### config.mk
export PLATFORM = sky130hd
export DESIGN_NAME = sorted_record_table_search
export DESIGN_NICKNAME = d
export VERILOG_FILES = /design/src/rtl/srts_pkg.sv /design/src/rtl/srts_cell.sv /design/src/rtl/sorted_record_table_search.sv
export SDC_FILE = /design/constraint.sdc
export NUM_CORES = 2
export LEC_CHECK = 0
export ABC_CLOCK_PERIOD_IN_PS = 5280
export BUFFER_PORTS_ARGS = -buffer_cell sky130_fd_sc_hd__buf_2
export CORE_AREA = 3 3 527 529
export DETAILED_ROUTE_END_ITERATION = 7
export DIE_AREA = 0 0 530 532
export SLEW_MARGIN = 15
export SYNTH_ARGS = -nofsm -noshare
export SYNTH_HDL_FRONTEND = slang
export SYNTH_SLANG_ARGS = --single-unit
export TNS_END_PERCENT = 5
### constraint.sdc
create_clock -name aclk -period 5.28 [get_ports aclk]
set_clock_uncertainty 0.2 [all_clocks]
set_input_delay 0.528 -clock aclk [delete_from_list [all_inputs] [get_ports aclk]]
set_output_delay 0.528 -clock aclk [all_outputs]
set_load 0.01 [all_outputs]
### src/rtl/srts_pkg.sv
// shared types and constants for the sorted record table search block
package srts_pkg;

    localparam int KEY_W = 16;
    localparam int SAL_W = 20;
    localparam int POS_W = 5;
    localparam int STATUS_W = 2;
    localparam int OP_W = 3;
    localparam int MAX_RESULTS = 32;
    localparam int RCNT_W = 6;
    localparam logic [SAL_W-1:0] THRESHOLD_RESET = 20'd1000;

    localparam logic [OP_W-1:0] OP_LOAD = 3'd0;
    localparam logic [OP_W-1:0] OP_SORT = 3'd1;
    localparam logic [OP_W-1:0] OP_SEARCH = 3'd2;
    localparam logic [OP_W-1:0] OP_ABOVE = 3'd3;
    localparam logic [OP_W-1:0] OP_BELOW = 3'd4;
    localparam logic [OP_W-1:0] OP_EQUAL = 3'd5;

    localparam logic [STATUS_W-1:0] ST_OK = 2'd0;
    localparam logic [STATUS_W-1:0] ST_FULL = 2'd1;
    localparam logic [STATUS_W-1:0] ST_NOT_FOUND = 2'd2;
    localparam logic [STATUS_W-1:0] ST_NO_MATCH = 2'd3;

    typedef struct packed {
        logic [KEY_W-1:0] key;
        logic [SAL_W-1:0] sal;
    } rec_t;

    typedef enum logic [2:0] {
        S_IDLE,
        S_SORT,
        S_SEARCH,
        S_LIST,
        S_ALIGN
    } state_t;

endpackage

### src/rtl/srts_cell.sv
// one table cell: holds a record, shifts toward the head, compare-swaps with its upper neighbor
module srts_cell #(
    parameter int IDX = 0,
    parameter int CW = 6
) (
    input  logic          aclk,
    input  logic          load_en,
    input  srts_pkg::rec_t load_rec,
    input  logic          shift_en,
    input  srts_pkg::rec_t shift_rec,
    input  logic          sort_en,
    input  logic          phase,
    input  logic [CW-1:0] count,
    input  srts_pkg::rec_t upper_rec,
    input  srts_pkg::rec_t lower_rec,
    input  logic          swap_from_below,
    output srts_pkg::rec_t rec,
    output logic          swap_up
);
    import srts_pkg::*;

    rec_t rec_reg, rec_next;
    logic active_lo;

    assign active_lo = sort_en && ((IDX % 2) == int'(phase)) &&
                       ({1'b0, count} > (CW+1)'(IDX + 1));
    // strict compare keeps equal keys in stored order
    assign swap_up = active_lo && (rec_reg.key > upper_rec.key);

    always_comb begin
        priority if (load_en) begin
            rec_next = load_rec;
        end else if (shift_en) begin
            rec_next = shift_rec;
        end else if (swap_up) begin
            rec_next = upper_rec;
        end else if (swap_from_below) begin
            rec_next = lower_rec;
        end else begin
            rec_next = rec_reg;
        end
    end

    always_ff @(posedge aclk) begin
        rec_reg <= rec_next;
    end

    assign rec = rec_reg;

endmodule

### src/rtl/sorted_record_table_search.sv
// sorted record table search: top level with the cell row and the command sequencer
//
// input channel s_*: one command per transaction, op in s_tuser, key and salary in s_tdata.
// result channel m_*: status in m_tuser, position/key/salary in m_tdata, m_tlast marks the
// final result of a command.
// cfg_we/cfg_wdata write salary_threshold, used by the three listing commands.
// records sit in a row of DEPTH cells. load writes the next free cell and answers with its
// position, or answers full when all cells hold records. sort runs DEPTH odd-even
// compare-swap rounds across the cells. search and listing rotate the row one cell per
// cycle past the head cell, then rotate back to alignment; a listing pauses while a
// waiting result is held by the receiver, and a search waits at each probed cell for the
// result register. one command is worked at a time and s_tready is high only when the
// sequencer is idle and the result register can take data.
// a stall on m_tready holds the result register and pauses the row rotation of a listing.
// reset clears the record count and the result valid flag and sets the threshold to 1000;
// cell contents are undefined until loaded.
module sorted_record_table_search #(
    parameter int DEPTH = 32
) (
    input  logic        aclk,
    input  logic        aresetn,
    input  logic        s_tvalid,
    output logic        s_tready,
    input  logic [39:0] s_tdata,   // key_in[15:0], salary_in[35:16], zero fill
    input  logic [2:0]  s_tuser,   // op[2:0]
    output logic        m_tvalid,
    input  logic        m_tready,
    output logic [47:0] m_tdata,   // position[4:0], key_out[20:5], salary_out[40:21], zero fill
    output logic [1:0]  m_tuser,   // status[1:0]
    output logic        m_tlast,
    input  logic        cfg_we,
    input  logic [19:0] cfg_wdata
);
    import srts_pkg::*;

    localparam int CW = $clog2(DEPTH + 1);
    localparam int PW = $clog2(DEPTH);

    state_t state_reg, state_next;
    logic [CW-1:0] count_reg, count_next;
    logic [PW-1:0] ptr_reg, ptr_next;
    logic [CW-1:0] idx_reg, idx_next;
    logic [CW-1:0] lo_reg, lo_next, hi_reg, hi_next;
    logic [RCNT_W-1:0] rcnt_reg, rcnt_next;
    logic [CW-1:0] round_reg, round_next;
    logic [OP_W-1:0] op_reg, op_next;
    logic [KEY_W-1:0] skey_reg, skey_next;
    logic [SAL_W-1:0] thr_reg;
    logic pend_valid_reg, pend_valid_next;
    rec_t pend_rec_reg, pend_rec_next;
    logic [POS_W-1:0] pend_pos_reg, pend_pos_next;

    logic m_valid_reg, m_valid_next;
    logic [STATUS_W-1:0] m_status_reg, m_status_next;
    logic [POS_W-1:0] m_pos_reg, m_pos_next;
    rec_t m_rec_reg, m_rec_next;
    logic m_last_reg, m_last_next;

    logic out_free, accept, shift_en, sort_en, hit;
    logic [OP_W-1:0] in_op;
    rec_t in_rec, head;
    logic [CW-1:0] mid, lo_n, hi_n;

    rec_t rec_arr [DEPTH];
    logic swap_arr [DEPTH];

    assign in_op = s_tuser;
    assign in_rec.key = s_tdata[15:0];
    assign in_rec.sal = s_tdata[35:16];
    assign out_free = !m_valid_reg || m_tready;
    assign s_tready = (state_reg == S_IDLE) && out_free;
    assign accept = s_tvalid && s_tready;
    assign head = rec_arr[0];
    assign mid = CW'(({1'b0, lo_reg} + {1'b0, hi_reg} - (CW+1)'(1)) >> 1);
    assign sort_en = (state_reg == S_SORT);

    always_comb begin
        unique case (op_reg)
            OP_ABOVE: hit = head.sal > thr_reg;
            OP_BELOW: hit = head.sal < thr_reg;
            default:  hit = head.sal == thr_reg;
        endcase
    end

    // cell row
    for (genvar j = 0; j < DEPTH; j++) begin : g_cell
        srts_cell #(.IDX(j), .CW(CW)) u_cell (
            .aclk            (aclk),
            .load_en         (accept && (in_op == OP_LOAD) && (count_reg == CW'(j))),
            .load_rec        (in_rec),
            .shift_en        (shift_en),
            .shift_rec       (rec_arr[(j + 1) % DEPTH]),
            .sort_en         (sort_en),
            .phase           (round_reg[0]),
            .count           (count_reg),
            .upper_rec       (rec_arr[(j + 1) % DEPTH]),
            .lower_rec       (rec_arr[(j + DEPTH - 1) % DEPTH]),
            .swap_from_below ((j == 0) ? 1'b0 : swap_arr[(j + DEPTH - 1) % DEPTH]),
            .rec             (rec_arr[j]),
            .swap_up         (swap_arr[j])
        );
    end

    // next state
    always_comb begin
        state_next = state_reg;
        unique case (state_reg)
            S_IDLE: begin
                if (accept) begin
                    priority if (in_op == OP_SORT) begin
                        state_next = S_SORT;
                    end else if (in_op == OP_SEARCH) begin
                        state_next = (count_reg == '0) ? S_IDLE : S_SEARCH;
                    end else if (in_op == OP_ABOVE || in_op == OP_BELOW ||
                                 in_op == OP_EQUAL) begin
                        state_next = S_LIST;
                    end else begin
                        state_next = S_IDLE;
                    end
                end
            end
            S_SORT: begin
                if (round_reg == CW'(DEPTH - 1)) state_next = S_IDLE;
            end
            S_SEARCH: begin
                if ({1'b0, ptr_reg} == (PW+1)'(mid) && out_free &&
                    (skey_reg == head.key || lo_n >= hi_n)) state_next = S_ALIGN;
            end
            S_LIST: begin
                if ((idx_reg == count_reg || rcnt_reg == RCNT_W'(MAX_RESULTS)) && out_free)
                    state_next = S_ALIGN;
            end
            S_ALIGN: begin
                if (ptr_reg == '0) state_next = S_IDLE;
            end
            default: state_next = S_IDLE;
        endcase
    end

    always_comb begin
        if (skey_reg < head.key) begin
            lo_n = lo_reg;
            hi_n = mid;
        end else begin
            lo_n = mid + CW'(1);
            hi_n = hi_reg;
        end
    end

    // datapath and outputs
    always_comb begin
        count_next = count_reg;
        ptr_next = ptr_reg;
        idx_next = idx_reg;
        lo_next = lo_reg;
        hi_next = hi_reg;
        rcnt_next = rcnt_reg;
        round_next = round_reg;
        op_next = op_reg;
        skey_next = skey_reg;
        pend_valid_next = pend_valid_reg;
        pend_rec_next = pend_rec_reg;
        pend_pos_next = pend_pos_reg;
        shift_en = 1'b0;
        m_valid_next = m_valid_reg && !m_tready;
        m_status_next = m_status_reg;
        m_pos_next = m_pos_reg;
        m_rec_next = m_rec_reg;
        m_last_next = m_last_reg;

        unique case (state_reg)
            S_IDLE: begin
                if (accept) begin
                    op_next = in_op;
                    skey_next = in_rec.key;
                    lo_next = '0;
                    hi_next = count_reg;
                    idx_next = '0;
                    rcnt_next = '0;
                    round_next = '0;
                    pend_valid_next = 1'b0;
                    m_last_next = 1'b1;
                    m_pos_next = '0;
                    m_rec_next = '0;
                    priority if (in_op == OP_LOAD) begin
                        m_valid_next = 1'b1;
                        if ({1'b0, count_reg} < (CW+1)'(DEPTH)) begin
                            m_status_next = ST_OK;
                            m_pos_next = POS_W'(count_reg);
                            m_rec_next = in_rec;
                            count_next = count_reg + CW'(1);
                        end else begin
                            m_status_next = ST_FULL;
                        end
                    end else if (in_op == OP_SORT) begin
                        m_valid_next = 1'b1;
                        m_status_next = ST_OK;
                    end else if (in_op == OP_SEARCH) begin
                        if (count_reg == '0) begin
                            m_valid_next = 1'b1;
                            m_status_next = ST_NOT_FOUND;
                        end
                    end else begin
                    end
                end
            end
            S_SORT: begin
                round_next = round_reg + CW'(1);
            end
            S_SEARCH: begin
                if ({1'b0, ptr_reg} == (PW+1)'(mid)) begin
                    if (out_free) begin
                        if (skey_reg == head.key) begin
                            m_valid_next = 1'b1;
                            m_status_next = ST_OK;
                            m_pos_next = POS_W'(ptr_reg);
                            m_rec_next = head;
                            m_last_next = 1'b1;
                        end else if (lo_n >= hi_n) begin
                            m_valid_next = 1'b1;
                            m_status_next = ST_NOT_FOUND;
                            m_pos_next = '0;
                            m_rec_next = '0;
                            m_last_next = 1'b1;
                        end else begin
                            lo_next = lo_n;
                            hi_next = hi_n;
                        end
                    end
                end else begin
                    shift_en = 1'b1;
                    ptr_next = (ptr_reg == PW'(DEPTH - 1)) ? '0 : ptr_reg + PW'(1);
                end
            end
            S_LIST: begin
                if (idx_reg == count_reg || rcnt_reg == RCNT_W'(MAX_RESULTS)) begin
                    // close out with the held result or a no-match result
                    if (out_free) begin
                        m_valid_next = 1'b1;
                        m_last_next = 1'b1;
                        if (pend_valid_reg) begin
                            m_status_next = ST_OK;
                            m_pos_next = pend_pos_reg;
                            m_rec_next = pend_rec_reg;
                        end else begin
                            m_status_next = ST_NO_MATCH;
                            m_pos_next = '0;
                            m_rec_next = '0;
                        end
                    end
                end else if (!(hit && pend_valid_reg && !out_free)) begin
                    if (hit) begin
                        if (pend_valid_reg) begin
                            m_valid_next = 1'b1;
                            m_status_next = ST_OK;
                            m_pos_next = pend_pos_reg;
                            m_rec_next = pend_rec_reg;
                            m_last_next = 1'b0;
                        end
                        pend_valid_next = 1'b1;
                        pend_rec_next = head;
                        pend_pos_next = POS_W'(ptr_reg);
                        rcnt_next = rcnt_reg + RCNT_W'(1);
                    end
                    shift_en = 1'b1;
                    ptr_next = (ptr_reg == PW'(DEPTH - 1)) ? '0 : ptr_reg + PW'(1);
                    idx_next = idx_reg + CW'(1);
                end
            end
            S_ALIGN: begin
                if (ptr_reg != '0) begin
                    shift_en = 1'b1;
                    ptr_next = (ptr_reg == PW'(DEPTH - 1)) ? '0 : ptr_reg + PW'(1);
                end
            end
            default: begin
            end
        endcase
    end

    always_ff @(posedge aclk) begin
        if (!aresetn) begin
            state_reg <= S_IDLE;
            count_reg <= '0;
            ptr_reg <= '0;
            m_valid_reg <= 1'b0;
            thr_reg <= THRESHOLD_RESET;
            pend_valid_reg <= 1'b0;
        end else begin
            state_reg <= state_next;
            count_reg <= count_next;
            ptr_reg <= ptr_next;
            m_valid_reg <= m_valid_next;
            pend_valid_reg <= pend_valid_next;
            if (cfg_we) thr_reg <= cfg_wdata;
        end
    end

    always_ff @(posedge aclk) begin
        idx_reg <= idx_next;
        lo_reg <= lo_next;
        hi_reg <= hi_next;
        rcnt_reg <= rcnt_next;
        round_reg <= round_next;
        op_reg <= op_next;
        skey_reg <= skey_next;
        pend_rec_reg <= pend_rec_next;
        pend_pos_reg <= pend_pos_next;
        m_status_reg <= m_status_next;
        m_pos_reg <= m_pos_next;
        m_rec_reg <= m_rec_next;
        m_last_reg <= m_last_next;
    end

    assign m_tvalid = m_valid_reg;
    assign m_tuser = m_status_reg;
    assign m_tlast = m_last_reg;
    assign m_tdata = {7'd0, m_rec_reg.sal, m_rec_reg.key, m_pos_reg};

endmodule

==> impl_metrics.toml <==
[cts]
cts.sinks = 1322
cts_tree = "done"
cts_made_buffers = 154
cts_max_level = 4
clock_latency_ns = 0.84
clock_path_buffers = 3
clockRootBuffer = "clkbuf_16"
clk_pin_slew_worst_paths_ns = 0.07

[placed_design]
gp_congestion = 0.929
dp_slack_ns = 0.303
portBuffers = 109
hpwl_mm = 218

[power_and_ir_drop]
total_power_mw = 51.0
ir_worst_vdd_mv = 0.341
powerDensity_mw_per_mm2 = 551
p_leak_nw = 33.3

[finish]
fin_nets = 9270
final_core_util = 0.338
largest_register_ffs = 1152
fill_cells = 27707
drive_gt1_frac = 0.0853
area_delta_synth_final_pct = 12.8

[synthesis]
avgSynthCellArea_um2 = 9.35
synth_edf_count = 1286
synth.distinct_cells = 83
synth_area_leaders = "edfxtp_1 (47%), ha_1 (8.8%), nand2_1 (8.0%)"
synthCells = 8767
ys.flop_type = "edfxtp_1"
ys_ff_latch = 1322
seq_area_frac_synth = 0.480
async_flop_share = 0
yosysWarnings = 0
netlist.area_leader.share = 0.471
synth.largest_area_cell = "edfxtp_1"
synth_area_mm2 = 0.0819

[route]
drc = 0
drt-initial-drc-count = 8707
num_vias = 70723
drt_pass1_iterations = 6
totalWireLength_mm = 301
via_per_inst = 5.73
ant_nets = 0
wl_per_cell_um = 24.4

[setup_path]
crit_chain = "inv_1, ha_1, a21o_1, a21o_1, a21o_1, a221oi_1, o21ai_0, a211oi_2, buf_4, buf_4, mux2_2, ha_1, a21o_1, a21oi_1, o21ai_0, a221oi_1, buf_4, nor2_1, nand2_1, a31oi_1, dlygate4sd3_1"
reg2reg_setup_slack_ns = 0.32
crit_start = "g_cell[0].u_cell.rec[29]"
crit_top_cell = "a21o_1"
cp_num_cells = 21
r2r_cells = 21
r2r_end = "m_tvalid"
cp-endpoint = "m_tvalid"
crit_buf_inv = 5
cp_slowest_stage_delay_ns = 0.58
critPathKind = "register to register"
worstPathMaxFanout = 9
cp-start-kind = "register"
crit_arrival_ns = 5.49
crit_family = "compound AO/OA/AOI/OAI gates"
reg2reg_from = "g_cell[0].u_cell.rec[29]"
endpoint_kind = "register"
required_ns = 5.81
slowest_stage = "dlygate4sd3_1"

[sta]
final_hold_viol_count = 0
slew_viol_final = 0
tightestPinTransition_ns = 1.23
finalSetupViolCount = 0
maxSlewHeadroom = 0.171
finalCritPeriodShare = 0.940
hold_ws_ns = 0.111
setup_slack_ns = 0.317
max_freq_ghz = 0.201
period_needed_ns = 4.96
rsz0062_at_grt = "false"

[worst_hold_path]
hold_class = "input pin to register"

[run]
drv_cap = 0

[grt]
grt_overflow = 0
grt_usage = 0.206
grt_pass1_vias = 68271
antenna_found_initial = 4
grt_pass1_wl_mm = 448
grt_max_degree = 106

[die]
io_pins = 121
core-area_mm2 = 0.273
die-area_mm2 = 0.282
rows = 192
die_h_um = 532
fp.dieW_um = 530
start_util = 0.300

[status]
status = "completed"
[power by group]
part	internal, mW	switching, mW
Clock	6.17	4.74
Sequential	17.4	2.95
Combinational	7.46	12.3
[area by class of cell]
type | instances | area, um2 | area share
sequential | 1322 | 39300 | 0.426
multi-input combinational | 6097 | 37700 | 0.408
tap | 3589 | 4490 | 0.0486
clock buffer | 189 | 4000 | 0.0432
timing repair buffer | 467 | 3700 | 0.0400
inverter | 584 | 2190 | 0.0237
clock inverter | 89 | 1010 | 0.0109
antenna | 5 | 12.5 | 0.000135
[per-layer routing]
metal,wire [um],global-route usage
met5,13,0
met1,125000,0.278
met3,27100,0.0355
met2,132000,0.316
met4,17600,0.105
[cell usage in the layout, fill, tap and decap left out, types with 20 or more instances in the layout]
master         count
ha_1             575
clkinv_1          38
nor2_4            27
o311ai_0         254
a21o_1            39
edfxtp_1        1286
xnor2_1           21
o21a_1            28
o21ai_0         1234
nand2b_1          40
o211ai_1         531
inv_1            582
a211oi_1          30
clkbuf_16        154
nor3_1            35
nand2_1         1750
nand4_1           78
a21oi_1          254
clkbuf_1          34
o311ai_1         148
a22oi_1           41
a31oi_1          113
dlygate4sd3_1     36
nor4_1            20
mux2_2            28
buf_4            292
dfxtp_1           36
nor2_1           304
nor2b_1           22
mux2i_1          132
buf_12            30
buf_2            109
nand3_1          154
or3_1             30
[worst min-delay path, cell delays in order]
cell	delay [ns]
buf_2	0.30
mux2i_1	0.19
nor2_1	0.08
[repair_timing]
item,4_1_cts,5_1_grt
gates resized for setup,0,0
endpoints found under the hold margin,30,0
hold buffers,36,0
buffers inserted,0,3
setup endpoints to repair,0,13
[cells in the mapped netlist (36+ instances only)]
cell	instances
nand2_1	1753
edfxtp_1	1286
o21ai_0	1234
clkbuf_1	643
inv_1	582
ha_1	575
o211ai_1	531
nor2_1	337
o311ai_0	255
a21oi_1	254
nand3_1	154
o311ai_1	147
mux2i_1	132
a31oi_1	119
nand4_1	78
buf_2	56
a22oi_1	41
nand2b_1	40
a21o_1	39
nor3_1	37
dfxtp_1	36
[worst min-delay path by stage]
| stage | startpoint | to | slack (ns) | depth (start not counted) |
|---|---|---|---|---|
| 3_5_place_dp | thr_reg[10] | thr_reg[10] | 0.29 | 2 |
| 6_report | cfg_we | thr_reg[17] | 0.11 | 3 |
| 2_1_floorplan | ptr_reg[2] | pend_pos_reg[2] | 0.21 | 0 |
| 4_1_cts | cfg_we | thr_reg[2] | 0.08 | 3 |
| 3_3_place_gp | thr_reg[9] | thr_reg[9] | 0.28 | 2 |
| 5_1_grt | s_tvalid | pend_valid_reg | 0.13 | 3 |
[through the flow]
step | area (um2) | TNS (ns) | instances
floorplan | 82000 | -0.305 | 8773
global route | 92400 | 0 | 12339
global placement | 87000 | 0 | 12020
finish | 92400 | 0 | 12342
detailed placement | 87000 | 0 | 12020
CTS | 92400 | 0 | 12334
[cells by family after synthesis]
kind of cell               count (synthesis)  share of synthesized area
DFF                                     1322                      0.480
adders and majority gates                576                     0.0880
other                                      1                  0.0000458
and+or+nand+nor                         2546                      0.129
xor gates and xnor gates                  32                    0.00376
muxes                                    160                     0.0200
AOI/OAI and AO/OA                       2776                      0.215
buffers and inverters                   1354                     0.0644
No activity file was read; power rests on OpenSTA's default activity.
